--- config.mk ---
export PLATFORM = sky130hd
export DESIGN_NAME = sensor_frame_decoder
export DESIGN_NICKNAME = d
export VERILOG_FILES = /design/src/sv/sfd_pkg.sv /design/src/sv/sensor_frame_decoder.sv /design/src/sv/sfd_frame_store.sv /design/src/sv/sfd_eval.sv
export SDC_FILE = /design/constraint.sdc
export NUM_CORES = 1
export LEC_CHECK = 0
export BUFFER_PORTS_ARGS = -buffer_cell sky130_fd_sc_hd__clkbuf_2
export CAP_MARGIN = 15
export CORE_MARGIN = 1.5
export CORE_UTILIZATION = 34
export CTS_CLUSTER_DIAMETER = 120
export DETAILED_ROUTE_END_ITERATION = 7
export GPL_TIMING_DRIVEN = 0
export SLEW_MARGIN = 20
export SYNTH_ARGS = -nofsm -noshare
export SYNTH_HDL_FRONTEND = slang
export SYNTH_HIERARCHICAL = 1
export SYNTH_SLANG_ARGS = --single-unit
--- constraint.sdc ---
create_clock -name clk -period 9.3 [get_ports clk]
set_input_delay 0.465 -clock clk [delete_from_list [all_inputs] [get_ports clk]]
set_output_delay 0.465 -clock clk [all_outputs]
set_load 0.01 [all_outputs]
--- src/sv/sfd_pkg.sv ---
// Shared types, codes and constants for the sensor frame decoder.
// No dependencies; every other file imports this package.
package sfd_pkg;

    localparam int FRAME_BYTES = 11;
    localparam int IDX_W       = $clog2(FRAME_BYTES + 1);

    // item commands
    localparam logic [1:0] CMD_DATA  = 2'd0;
    localparam logic [1:0] CMD_EVAL  = 2'd1;
    localparam logic [1:0] CMD_RSTEP = 2'd2;

    // result status codes
    localparam logic [2:0] ST_BAD_HDR = 3'd0;
    localparam logic [2:0] ST_BAD_SUM = 3'd1;
    localparam logic [2:0] ST_CAL_ACK = 3'd2;
    localparam logic [2:0] ST_STORED  = 3'd3;
    localparam logic [2:0] ST_IGNORED = 3'd4;

    // frame contents
    localparam logic [7:0] HEADER_BYTE = 8'h55;
    localparam logic [7:0] OP_CAL      = 8'h83;
    localparam logic [7:0] OP_READING  = 8'h85;
    localparam logic [7:0] CHAN_ONE    = 8'h01;
    localparam logic [7:0] CHAN_TWO    = 8'h02;

    // x/20 = ((x >> 2) * RECIP_5) >> RECIP_SHIFT, exact for 16-bit x
    localparam logic [15:0] RECIP_5     = 16'hCCCD;
    localparam int          RECIP_SHIFT = 18;

    localparam logic [1:0] STEP_LAST = 2'd2;

    typedef logic [FRAME_BYTES-1:0][7:0] frame_t;

    typedef struct packed {
        logic [1:0] command;
        logic [7:0] rx_byte;
    } in_item_t;

    typedef struct packed {
        logic [2:0]  status;
        logic [11:0] tds_ch1;
        logic [11:0] tds_ch2;
        logic [15:0] temp_ch1;
        logic [15:0] temp_ch2;
        logic [1:0]  cal_step;
    } out_item_t;

    // decision for one frame-end item
    typedef struct packed {
        logic [2:0]  status;
        logic        frame_ok;
        logic        cal_adv;
        logic        store_one;
        logic        store_two;
        logic [11:0] tds;
        logic [15:0] temp;
    } eval_t;

endpackage

--- src/sv/sensor_frame_decoder.sv ---
// Sensor frame decoder top level: input register, frame store, evaluation,
// reading and calibration registers, result register. Depends on sfd_pkg.
// Timing: an item is taken into the input register and processed from there;
// a frame-end result is registered as the item retires, which a held result can stall.
// Throughput: one item per cycle; only a frame-end item waits on a held result.
// Reset (rst_n, async, active low) clears the store, index, step and readings.
module sensor_frame_decoder
    import sfd_pkg::*;
(
    input  logic      clk,
    input  logic      rst_n,
    input  logic      item_valid,
    output logic      item_stall,
    input  in_item_t  item,
    output logic      result_valid,
    input  logic      result_stall,
    output out_item_t result
);

    // input register
    logic      in_valid_reg;
    logic      in_valid_next;
    in_item_t  in_item_reg;

    // stored readings and calibration step
    logic [1:0]  step_reg;
    logic [1:0]  step_next;
    logic [11:0] tds_one_reg;
    logic [11:0] tds_one_next;
    logic [11:0] tds_two_reg;
    logic [11:0] tds_two_next;
    logic [15:0] temp_one_reg;
    logic [15:0] temp_one_next;
    logic [15:0] temp_two_reg;
    logic [15:0] temp_two_next;

    // result register
    logic      out_valid_reg;
    logic      out_valid_next;
    out_item_t out_item_reg;
    out_item_t out_item_next;

    logic   is_eval;
    logic   advance;
    frame_t frame;
    eval_t  dec;

    assign is_eval = (in_item_reg.command == CMD_EVAL);

    // A frame-end item may only retire when the result register is free
    // or being emptied this cycle; every other item retires at once.
    assign advance    = in_valid_reg && (!is_eval || !out_valid_reg || !result_stall);
    assign item_stall = in_valid_reg && !advance;

    sfd_frame_store u_store (
        .clk     (clk),
        .rst_n   (rst_n),
        .byte_wr (advance && (in_item_reg.command == CMD_DATA)),
        .wr_byte (in_item_reg.rx_byte),
        .restart (advance && is_eval),
        .clear   (advance && is_eval && dec.frame_ok),
        .frame   (frame)
    );

    sfd_eval u_eval (
        .frame (frame),
        .dec   (dec)
    );

    always_comb
    begin
        in_valid_next = in_valid_reg;
        if (item_valid && !item_stall)
        begin
            in_valid_next = 1'b1;
        end
        else if (advance)
        begin
            in_valid_next = 1'b0;
        end
    end

    // update stored state for the item in the input register
    always_comb
    begin
        step_next     = step_reg;
        tds_one_next  = tds_one_reg;
        tds_two_next  = tds_two_reg;
        temp_one_next = temp_one_reg;
        temp_two_next = temp_two_reg;
        if (advance)
        begin
            case (in_item_reg.command)
                CMD_RSTEP:
                begin
                    step_next = '0;
                end
                CMD_EVAL:
                begin
                    // advance the step, hold at the last one
                    if (dec.cal_adv && (step_reg != STEP_LAST))
                    begin
                        step_next = step_reg + 2'd1;
                    end
                    if (dec.store_one)
                    begin
                        tds_one_next  = dec.tds;
                        temp_one_next = dec.temp;
                    end
                    if (dec.store_two)
                    begin
                        tds_two_next  = dec.tds;
                        temp_two_next = dec.temp;
                    end
                end
                default:
                begin
                    // data bytes go to the store; unused code is dropped
                end
            endcase
        end
    end

    always_comb
    begin
        out_item_next          = out_item_reg;
        out_valid_next         = out_valid_reg;
        if (advance && is_eval)
        begin
            out_valid_next         = 1'b1;
            out_item_next.status   = dec.status;
            out_item_next.tds_ch1  = tds_one_next;
            out_item_next.tds_ch2  = tds_two_next;
            out_item_next.temp_ch1 = temp_one_next;
            out_item_next.temp_ch2 = temp_two_next;
            out_item_next.cal_step = step_next;
        end
        else if (!result_stall)
        begin
            out_valid_next = 1'b0;
        end
    end

    always_ff @(posedge clk or negedge rst_n)
    begin
        if (!rst_n)
        begin
            in_valid_reg  <= 1'b0;
            out_valid_reg <= 1'b0;
            step_reg      <= '0;
            tds_one_reg   <= '0;
            tds_two_reg   <= '0;
            temp_one_reg  <= '0;
            temp_two_reg  <= '0;
        end
        else
        begin
            in_valid_reg  <= in_valid_next;
            out_valid_reg <= out_valid_next;
            step_reg      <= step_next;
            tds_one_reg   <= tds_one_next;
            tds_two_reg   <= tds_two_next;
            temp_one_reg  <= temp_one_next;
            temp_two_reg  <= temp_two_next;
        end
    end

    // payload registers: hold unless loaded
    always_ff @(posedge clk)
    begin
        if (item_valid && !item_stall)
        begin
            in_item_reg <= item;
        end
        out_item_reg <= out_item_next;
    end

    assign result_valid = out_valid_reg;
    assign result       = out_item_reg;

    // never retire a frame-end item over a held result
    a_no_overwrite: assert property (@(posedge clk) disable iff (!rst_n)
        (out_valid_reg && result_stall) |-> !(advance && is_eval))
        else $error("frame-end item retired over a held result");

    a_step_range: assert property (@(posedge clk) disable iff (!rst_n)
        step_reg != 2'd3)
        else $error("calibration step out of range");

    a_step_reset: assert property (@(posedge clk) disable iff (!rst_n)
        (advance && (in_item_reg.command == CMD_RSTEP)) |=> (step_reg == 2'd0))
        else $error("reset-step item did not clear the step");

    a_result_tds: assert property (@(posedge clk) disable iff (!rst_n)
        out_valid_reg |-> ((out_item_reg.tds_ch1 == tds_one_reg)
                        && (out_item_reg.tds_ch2 == tds_two_reg)))
        else $error("pending result disagrees with stored readings");

endmodule

--- src/sv/sfd_frame_store.sv ---
// Frame byte store with its write index, clear on a valid frame.
// Depends on sfd_pkg.
module sfd_frame_store
    import sfd_pkg::*;
(
    input  logic       clk,
    input  logic       rst_n,
    input  logic       byte_wr,
    input  logic [7:0] wr_byte,
    input  logic       restart,
    input  logic       clear,
    output frame_t     frame
);

    frame_t           store_reg;
    frame_t           store_next;
    logic [IDX_W-1:0] index_reg;
    logic [IDX_W-1:0] index_next;

    always_comb
    begin
        store_next = store_reg;
        index_next = index_reg;
        if (clear)
        begin
            store_next = '0;
        end
        if (restart)
        begin
            index_next = '0;
        end
        else if (byte_wr && (index_reg < IDX_W'(FRAME_BYTES)))
        begin
            // drop bytes once the store is full
            for (int i = 0; i < FRAME_BYTES; i++)
            begin
                if (index_reg == IDX_W'(i))
                begin
                    store_next[i] = wr_byte;
                end
            end
            index_next = index_reg + IDX_W'(1);
        end
    end

    always_ff @(posedge clk or negedge rst_n)
    begin
        if (!rst_n)
        begin
            store_reg <= '0;
            index_reg <= '0;
        end
        else
        begin
            store_reg <= store_next;
            index_reg <= index_next;
        end
    end

    assign frame = store_reg;

endmodule

--- src/sv/sfd_eval.sv ---
// Frame check and action decode: header, checksum, command, TDS divide.
// Depends on sfd_pkg.
module sfd_eval
    import sfd_pkg::*;
(
    input  frame_t frame,
    output eval_t  dec
);

    logic [7:0]  sum;
    logic [15:0] tds_word;
    logic [13:0] quarter;
    logic [29:0] product;

    assign sum = ((frame[0] + frame[1]) + (frame[2] + frame[3]))
               + ((frame[4] + frame[5]) + (frame[6] + frame[7]))
               + (frame[8] + frame[9]);

    assign tds_word = {frame[4], frame[5]};
    assign quarter  = tds_word[15:2];
    assign product  = quarter * RECIP_5;

    always_comb
    begin
        dec           = '0;
        dec.tds       = product[RECIP_SHIFT +: 12];
        dec.temp      = {frame[6], frame[7]};
        dec.status    = ST_IGNORED;
        if (frame[0] != HEADER_BYTE)
        begin
            dec.status = ST_BAD_HDR;
        end
        else if (frame[10] != sum)
        begin
            dec.status = ST_BAD_SUM;
        end
        else
        begin
            dec.frame_ok = 1'b1;
            if (frame[2] == OP_CAL)
            begin
                dec.cal_adv = 1'b1;
                dec.status  = ST_CAL_ACK;
            end
            else if (frame[2] == OP_READING)
            begin
                if (frame[3] == CHAN_ONE)
                begin
                    dec.store_one = 1'b1;
                    dec.status    = ST_STORED;
                end
                else if (frame[3] == CHAN_TWO)
                begin
                    dec.store_two = 1'b1;
                    dec.status    = ST_STORED;
                end
            end
        end
    end

endmodule

# Word level (Yosys, flattened, before mapping)
# Cells that the tools add are included.
word_totals:
  output_inout_bits: 63
  register_bits: 223
  input_bits: 14
  elab_cells: 131
op_classes:
  muxes: 48
  n_lt_le_gt_ge: 1
  reduce_logical: 21
  n_addsub: 11
  eq_ne: 20
  multipliers: 1
ops:
  columns: ["op", "count"]
  rows:
  - ["two-way mux 88 bit", 3]
  - ["two-way mux 16 bit", 6]
  - ["two-way mux 8 bit", 11]
  - ["adder 8 bit", 9]
  - ["two-way mux 12 bit", 6]
  - ["multiplier 14 x 16 -> 30 bit, second input constant", 1]
  - ["equality test 4 x 3 -> 1 bit, second input constant", 4]
  - ["equality test 8 bit, second input constant", 2]
  - ["two-way mux 4 bit", 4]
  - ["equality test 4 bit, second input constant", 3]
  - ["two-way mux 2 bit", 5]
  - ["two-way mux 1 bit", 9]
  - ["two-way mux 3 bit", 3]
  - ["equality test 4 x 2 -> 1 bit, second input constant", 2]
  - ["equality test 8 x 1 -> 1 bit, second input constant", 1]
  - ["equality test 8 x 2 -> 1 bit, second input constant", 1]
  - ["logical AND 1 bit", 8]
  - ["!= test 8 x 7 -> 1 bit, second input constant", 1]
  - ["!= test 8 bit", 1]
  - ["zero test 1 bit", 5]
  - ["adder 4 x 1 -> 4 bit, second input constant", 1]
  - ["equality test 4 x 1 -> 1 bit, second input constant", 1]
  - ["zero test 4 bit", 1]
  - ["< comparator 4 bit, second input constant", 1]
  - ["other kinds (11)", 13]

# Longest topological paths before layout
# Gate-level depths: netlist (run 1).
depth:
  depth_word: 12
  depth_mapped: 25
  mapped_depth_nobuf: 22

# By module
# The synthesis (run 1) kept the hierarchy.
by_module_without_submodules:
  columns: ["module", "n_inst", "cells_per_inst", "seq_area_each_um2", "area_per_inst_um2"]
  rows:
  - ["sfd_eval", 1, 537, 0.0, 5208.7]
  - ["sensor_frame_decoder", 1, 225, 3633.5, 4670.7]
  - ["sfd_frame_store", 1, 325, 2302.2, 4360.4]

# Worst setup path after synthesis (run 1)
# Ideal clock, no wire load.
synth_timing:
  kind: "flip-flop to flip-flop"
  startpoint: "reg u_store.store_reg, in the netlist u_store/frame[42]"
  endpoint: "reg out_item_reg, in the netlist result[18], data pin"
  required_ns: 9.038
  stages_incl_launch_ff: 21
  setup_ns: 0.262
  setup_slack_ns: 3.244
  arrival_time_ns: 5.794
  n_path_buf: 2
  path_cell_list: "dfrtp_1 -> fa_1 -> inv_1 -> fa_1 -> fa_1 -> fa_1 -> inv_1 -> fa_1 -> inv_1 -> fa_1 -> nand3b_1 -> nand2_1 -> a21o_1 -> a21oi_1 -> xnor2_1 -> or3_1 -> buf_2 -> nor4_1 -> nand4_4 -> buf_6 -> mux2_4"
synth_rtl:
  columns: ["element", "line_no", "text"]
  rows:
  - ["start, declared", "sfd_frame_store.sv:15", "frame_t store_reg;"]
  - ["start signal, assigned", "sfd_frame_store.sv:55", "store_reg <= store_next;"]
  - ["end signal, assigned", "sensor_frame_decoder.sv:175", "out_item_reg <= out_item_next;"]
  - ["end, declared", "sensor_frame_decoder.sv:40", "out_item_t out_item_reg;"]

==> impl_metrics.json, run 1 <==
{
  "status": "completed",
  "synth_top_area_share_pct": 26.7,
  "drtIter0Drc": 383,
  "critPathLaunchType": "flop",
  "nFillCells": 3885,
  "fin_crit_sh_pct": 74.1,
  "dieArea_um2": 43100,
  "ys_seq_elements": 223,
  "drc": 0,
  "min-delay-start": "item[3]",
  "ant_nets": 0,
  "cts.clk_slew.worst_paths_ns": 0.06,
  "fin_hold_ws_ns": 0.0870,
  "rrSetupSlack_ns": 2.41,
  "path_class": "reg -> reg",
  "syn_area_per_cell_um2": 13.1,
  "port_buffers": 76,
  "yosysUniqueCellTypes": 60,
  "fmax_mhz": 145,
  "io_pins": 77,
  "slew_violations": 0,
  "postCtsSetupBuffers": 0,
  "max-cap-violations": 0,
  "min_delay_path_depth": 1,
  "grt_first_pass_wirelength_um": 48400,
  "path_max_fanout": 10,
  "gr-total-overflow": 0,
  "slowest_stage": "dfrtp_1",
  "multi_input_area_um2": 7370,
  "p_per_area_nw_per_um2": 276,
  "async_reset_ff_share_pct": 68.2,
  "fin_skew_ns": 0.0157,
  "fin_nets": 1436,
  "cts_tree": "yes",
  "crit_cells": 18,
  "r2r_cells": 18,
  "clock_path_buffers": 3,
  "yosysWarnings": 6,
  "p_leak_nw": 8.25,
  "grt_antenna_before_repair": 1,
  "crit_chain": "fa_1 -> inv_1 -> fa_1 -> fa_1 -> fa_1 -> inv_1 -> fa_1 -> inv_1 -> fa_1 -> xnor2_1 -> nor4_1 -> nand4_1 -> or3_1 -> buf_2 -> nor4_1 -> nand4_4 -> buf_6 -> mux2_4",
  "viasPerCell": 4.63,
  "grt_max_degree": 84,
  "initial_core_util_pct": 34.6,
  "r2r_start": "u_store/frame[42]",
  "crit_required_ns": 9.60,
  "cts_resized": 0,
  "synth_seq_area_share_pct": 41.7,
  "synth_area_leaders": "dfrtp_1 (27%), edfxtp_1 (15%), fa_1 (15%), ha_1 (11%), mux2_2 (7.0%)",
  "grt_pass1_vias": 8802,
  "syn_area_um2": 14200,
  "grt.total_usage_pct": 14.2,
  "cts_buffers": 27,
  "rsz0062_at_grt": "no",
  "largest_register_ffs": 88,
  "syn_inst": 1087,
  "wl_per_cell_um": 17.0,
  "ir_worst_vdd_v": 0.000154,
  "slew_headroom_pct": 51.4,
  "holdCritPathClass": "in -> reg",
  "cts_hold_buf": 1,
  "insertion_delay_ns": 0.56,
  "cpPeakStageDelay_ns": 0.64,
  "drive_gt1_share_pct": 26.4,
  "crit_top_cell": "fa_1",
  "ctsRootBufferMaster": "clkbuf_16",
  "finalHoldViolations": 0,
  "syn-num-nets": 1326,
  "n_antenna_cell": 0,
  "ys.flop_type": "dfrtp_1",
  "worst_setup_path_end_kind": "flop",
  "setup_tns_ns": 0,
  "clock_sinks": 223,
  "critical_path_arrival_ns": 7.19,
  "crit_buf_inv": 5,
  "critPathTopFamily": "adder cells",
  "max_slew.worst_pin.slew_ns": 0.719,
  "vias": 8097,
  "area_growth_pct": 14.9,
  "globalplace.congestion": 0.820,
  "yosysTopAreaCell": "dfrtp_1",
  "coreArea_um2": 41100,
  "drt_pass1_iterations": 4,
  "fin_crit_ns": 6.89,
  "hpwlAfterDp_um": 22500,
  "timing.rr.end": "result[53]",
  "die_height_um": 208,
  "routed_wl_um": 29700,
  "holdPathEnd": "in_item_reg[3]",
  "rows": 74,
  "setup_viol_count_final": 0,
  "die_w_um": 208,
  "seq_area_um2": 5940,
  "htree_levels": 1,
  "synth_edf_count": 71
}
==> how the worst max path moves through the flow <==
stage,endpoint,startpoint
CTS,result[29],u_store/frame[42]
global route,result[29],u_store/frame[42]
floorplan,result[18],u_store/frame[42]
global placement,u_store/frame[44],in_item_reg[9]
detailed placement,result[29],u_store/frame[42]
finish,result[53],u_store/frame[42]
==> synth_stat cells (all sizes together) (15+ instances only) <==
library cell	count
dfrtp	152
fa	104
ha	121
o21ai	15
inv	165
clkbuf	15
edfxtp	71
nor2b	89
mux2	144
xor2	16
buf	32
nor2	21
xnor2	25
==> where the power goes <==
group | internal (mW) | total [mW] | switching, mW | leakage [nW]
combinational | 1.02 | 2.20 | 1.18 | 5.04
sequential | 1.10 | 1.20 | 0.102 | 2.75
clock | 0.673 | 1.11 | 0.434 | 0.459
total | 2.79 | 4.51 | 1.72 | 8.25
==> cells by family after synthesis <==
kind of cell | after synthesis | synth area share (%)
buf+inv | 212 | 6.62
compound gates | 57 | 2.50
mux | 144 | 12.8
simple gates | 184 | 8.40
xor+xnor | 42 | 2.73
flops | 223 | 41.7
fa+ha+maj | 225 | 25.3
==> through the flow <==
step	cell area [µm²]	setup WS, ns	total power [mW]	util (%)	std cells
2_1_floorplan	14200	3.24	2.90	-	1087
3_3_place_gp	15300	2.19	3.40	37.2	1695
3_5_place_dp	15400	2.29	3.44	37.5	1699
4_1_cts	16400	2.26	4.60	39.8	1750
5_1_grt	16400	2.00	4.93	39.8	1750
6_report	16400	2.41	4.51	39.8	1750
==> layout make-up <==
type | count | area share (%)
Buffer | 47 | 1.98
Clock buffer | 31 | 4.41
Clock inverter | 19 | 1.41
Inverter | 165 | 3.79
Multi-Input combinational cell | 652 | 45.0
Sequential cell | 223 | 36.3
Tap cell | 532 | 4.07
Timing Repair Buffer | 81 | 3.02
==> routing by layer <==
| metal | up-vias | global-route usage [%] | routed length [µm] |
|---|---|---|---|
| li1 | 3819 | - | - |
| met1 | 4106 | 18.7 | 13400 |
| met2 | 131 | 24.3 | 14600 |
| met3 | 41 | 2.25 | 1090 |
| met4 | 0 | 3.62 | 585 |
| met5 | - | 0 | 0 |
==> cell usage in the layout (no fill, tap or decap), types with 4 or more instances in the layout <==
master     Yosys  final
buf_4         20     20
nand3_2        4      4
nor3_1         4      4
nor2b_1       88     88
o21ai_0       15     15
clkbuf_8       0      4
edfxtp_1      71     71
bufinv_16      0      4
dfrtp_1      152    152
xor2_1        16     16
nand3_1        8      8
nand4_1        5      5
fa_1         104    104
buf_6          9      9
nand2b_1       4      4
xnor2_1       24     24
nand2_1       10     10
clkbuf_16      0     27
mux2_4        54     54
nand3b_1       5      5
nor2_1        19     18
o211ai_1       5      5
a21oi_1       14     14
clkbuf_2       1     76
and3_1         4      4
mux2_2        88     88
ha_1         121    121
clkinv_1       0      4
inv_1        165    165
nor4_1         4      4
a21o_1         5      5
clkbuf_1      14     15
nand4_4        5      5
Note: power is estimated with default switching activity, not from simulation.
==> run 2, diff against run 1 <==
clock period = 6.15 ns   (was 9.3 ns; I/O delays follow)
==> run 2 against run 1 <==
Cell area grew 3.8%. Largest power group unchanged. Sequential power grew 51%. Worst hold slack gained 0.0022 ns. Critical path depth grew 1.
==> impl_metrics.json, run 2 (synthesized netlist as in run 1, its figures left out) <==
{
  "clkPwrFrac_pct": 23.5,
  "finalHoldViolations": 0,
  "drt_pass1_iterations": 4,
  "coreArea_um2": 41100,
  "most-common-layout-cells": "inv_1 (163), dfrtp_1 (141), ha_1 (119), fa_1 (100), nor2b_1 (88)",
  "grt_pass1_vias": 8943,
  "status": "completed",
  "viasPerCell": 4.62,
  "dieArea_um2": 43100,
  "max_slew.worst_pin.slew_ns": 0.723,
  "pre_cts_ws_ns": -0.857,
  "p_sw_share_pct": 38.0,
  "fin_skew_ns": 0.0150,
  "fin_hold_ws_ns": 0.0892,
  "cts_buffers": 27,
  "slew_violations": 0,
  "p_seq_share_pct": 25.4,
  "cts_tree": "yes",
  "rows": 74,
  "path_max_fanout": 7,
  "grt_antenna_before_repair": 1,
  "path_class": "reg -> reg",
  "insertion_delay_ns": 0.56,
  "grt_max_degree": 84,
  "ir_worst_vdd_v": 0.000271,
  "fmax_mhz": 164,
  "p_per_area_nw_per_um2": 420,
  "total_power_mw": 7.13,
  "cts.clk_slew.worst_paths_ns": 0.06,
  "io_pins": 77,
  "layout_commonest_cell": "inv_1",
  "grt_first_pass_wirelength_um": 49000,
  "critPathLaunchType": "flop",
  "internal_power_mw": 4.42,
  "initial_core_util_pct": 34.6,
  "max-cap-violations": 0,
  "die_height_um": 208,
  "wl_per_cell_um": 17.1,
  "fin_nets": 1471,
  "critical_path_arrival_ns": 6.40,
  "ctsRootBufferMaster": "clkbuf_16",
  "holdCritPathClass": "in -> reg",
  "port_buffers": 76,
  "clock_sinks": 223,
  "slew_headroom_pct": 51.8,
  "area_growth_pct": 19.2,
  "clock_path_buffers": 3,
  "die_w_um": 208,
  "grt.total_usage_pct": 14.3,
  "drive_gt1_share_pct": 30.6,
  "setup_viol_count_final": 0,
  "combPwrFrac_pct": 51.1,
  "ant_nets": 0,
  "vias": 8243,
  "place_area_um2": 15400,
  "crit_required_ns": 6.46,
  "worst_setup_path_end_kind": "flop",
  "p_switching_mw": 2.71,
  "routed_wl_um": 30500,
  "design_area_um2": 17000,
  "hpwlAfterDp_um": 22500,
  "drtIter0Drc": 359,
  "n_antenna_cell": 0,
  "gr-total-overflow": 0,
  "rsz0062_at_grt": "yes",
  "setup_slack_ns": 0.0574,
  "largest_register_ffs": 88,
  "htree_levels": 1,
  "p_leak_nw": 8.54,
  "globalplace.congestion": 0.820,
  "fin_crit_ns": 6.09,
  "nFillCells": 3827,
  "fin_crit_sh_pct": 99.1,
  "drc": 0
}
-- run 2: layout make-up --
cell class                      count  area, µm²  share of cell area (%)
Timing Repair Buffer              116        891                    5.25
Sequential cell                   223       5950                    35.0
Clock buffer                       31        721                    4.24
Inverter                          165        619                    3.65
Clock inverter                     19        230                    1.36
Multi-Input combinational cell    652       7510                    44.2
Tap cell                          532        666                    3.92
Buffer                             47        394                    2.32
-- run 2: timing repair --
action,in CTS,in global routing
hold endpoints to repair,93,0
setup endpoints to repair,204,190
hold buffers,12,0
gates cloned,0,4
pin swaps,24,12
buffers inserted,16,4
gates resized for setup,32,39
-- run 2: through the flow --
step / std cells / setup TNS, ns / utilization, %
finish: 1785 / 0 / 41.3
CTS: 1777 / 0 / 40.7
floorplan: 1087 / 0 / -
detailed placement: 1699 / -101.03 / 37.5
global placement: 1695 / -131.83 / 37.2
global route: 1785 / -4.37 / 41.3
-- run 2: path summary, 6_finish.rpt --
kind                                         from  slack, ns                 to  cells after the start
worst max-delay path            u_store/frame[50]       0.06         result[30]                     19
worst min-delay path                 result_stall       0.09       result_valid                      3
worst max register to register  u_store/frame[50]       0.06         result[30]                     19
worst min register to register     tds_two_reg[6]       0.49     tds_two_reg[6]                      1
max in group asynchronous                   rst_n       4.93  u_store/frame[35]                      3
min in group asynchronous                   rst_n       0.33     tds_two_reg[2]                      2
-- run 2: metal layers --
metal  wire [µm]  global-route usage [%]  vias to the layer above
met2       15200                    24.7                      122
met1       13700                    18.9                     4186
li1            -                       -                     3892
met3        1040                    2.16                       43
met4         628                    3.75                        0
met5           0                       0                        -
-- run 2: power by group through the flow --
stage | combinational [mW] | clock (mW) | sequential (mW)
after floorplan | 2.58 | 0 | 1.80
after global placement | 3.30 | 0 | 1.85
after detailed placement | 3.35 | 0 | 1.85
after CTS | 3.58 | 1.72 | 1.81
after global routing | 4.12 | 1.78 | 1.83
final | 3.64 | 1.67 | 1.81
-- run 2: worst max-delay path, cell delays in order (launching register included) --
cell and delay, ns:
dfrtp_1 0.42, fa_1 0.56, inv_2 0.05, fa_1 0.48, fa_1 0.53, fa_1 0.50
inv_1 0.05, fa_1 0.53, inv_2 0.05, fa_2 0.36, xnor2_2 0.16, nor4_2 0.30
nand4_1 0.19, or3_4 0.43, buf_6 0.14, nor4_4 0.30, nand4_4 0.13, buf_12 0.18
clkbuf_16 0.17, mux2_4 0.30
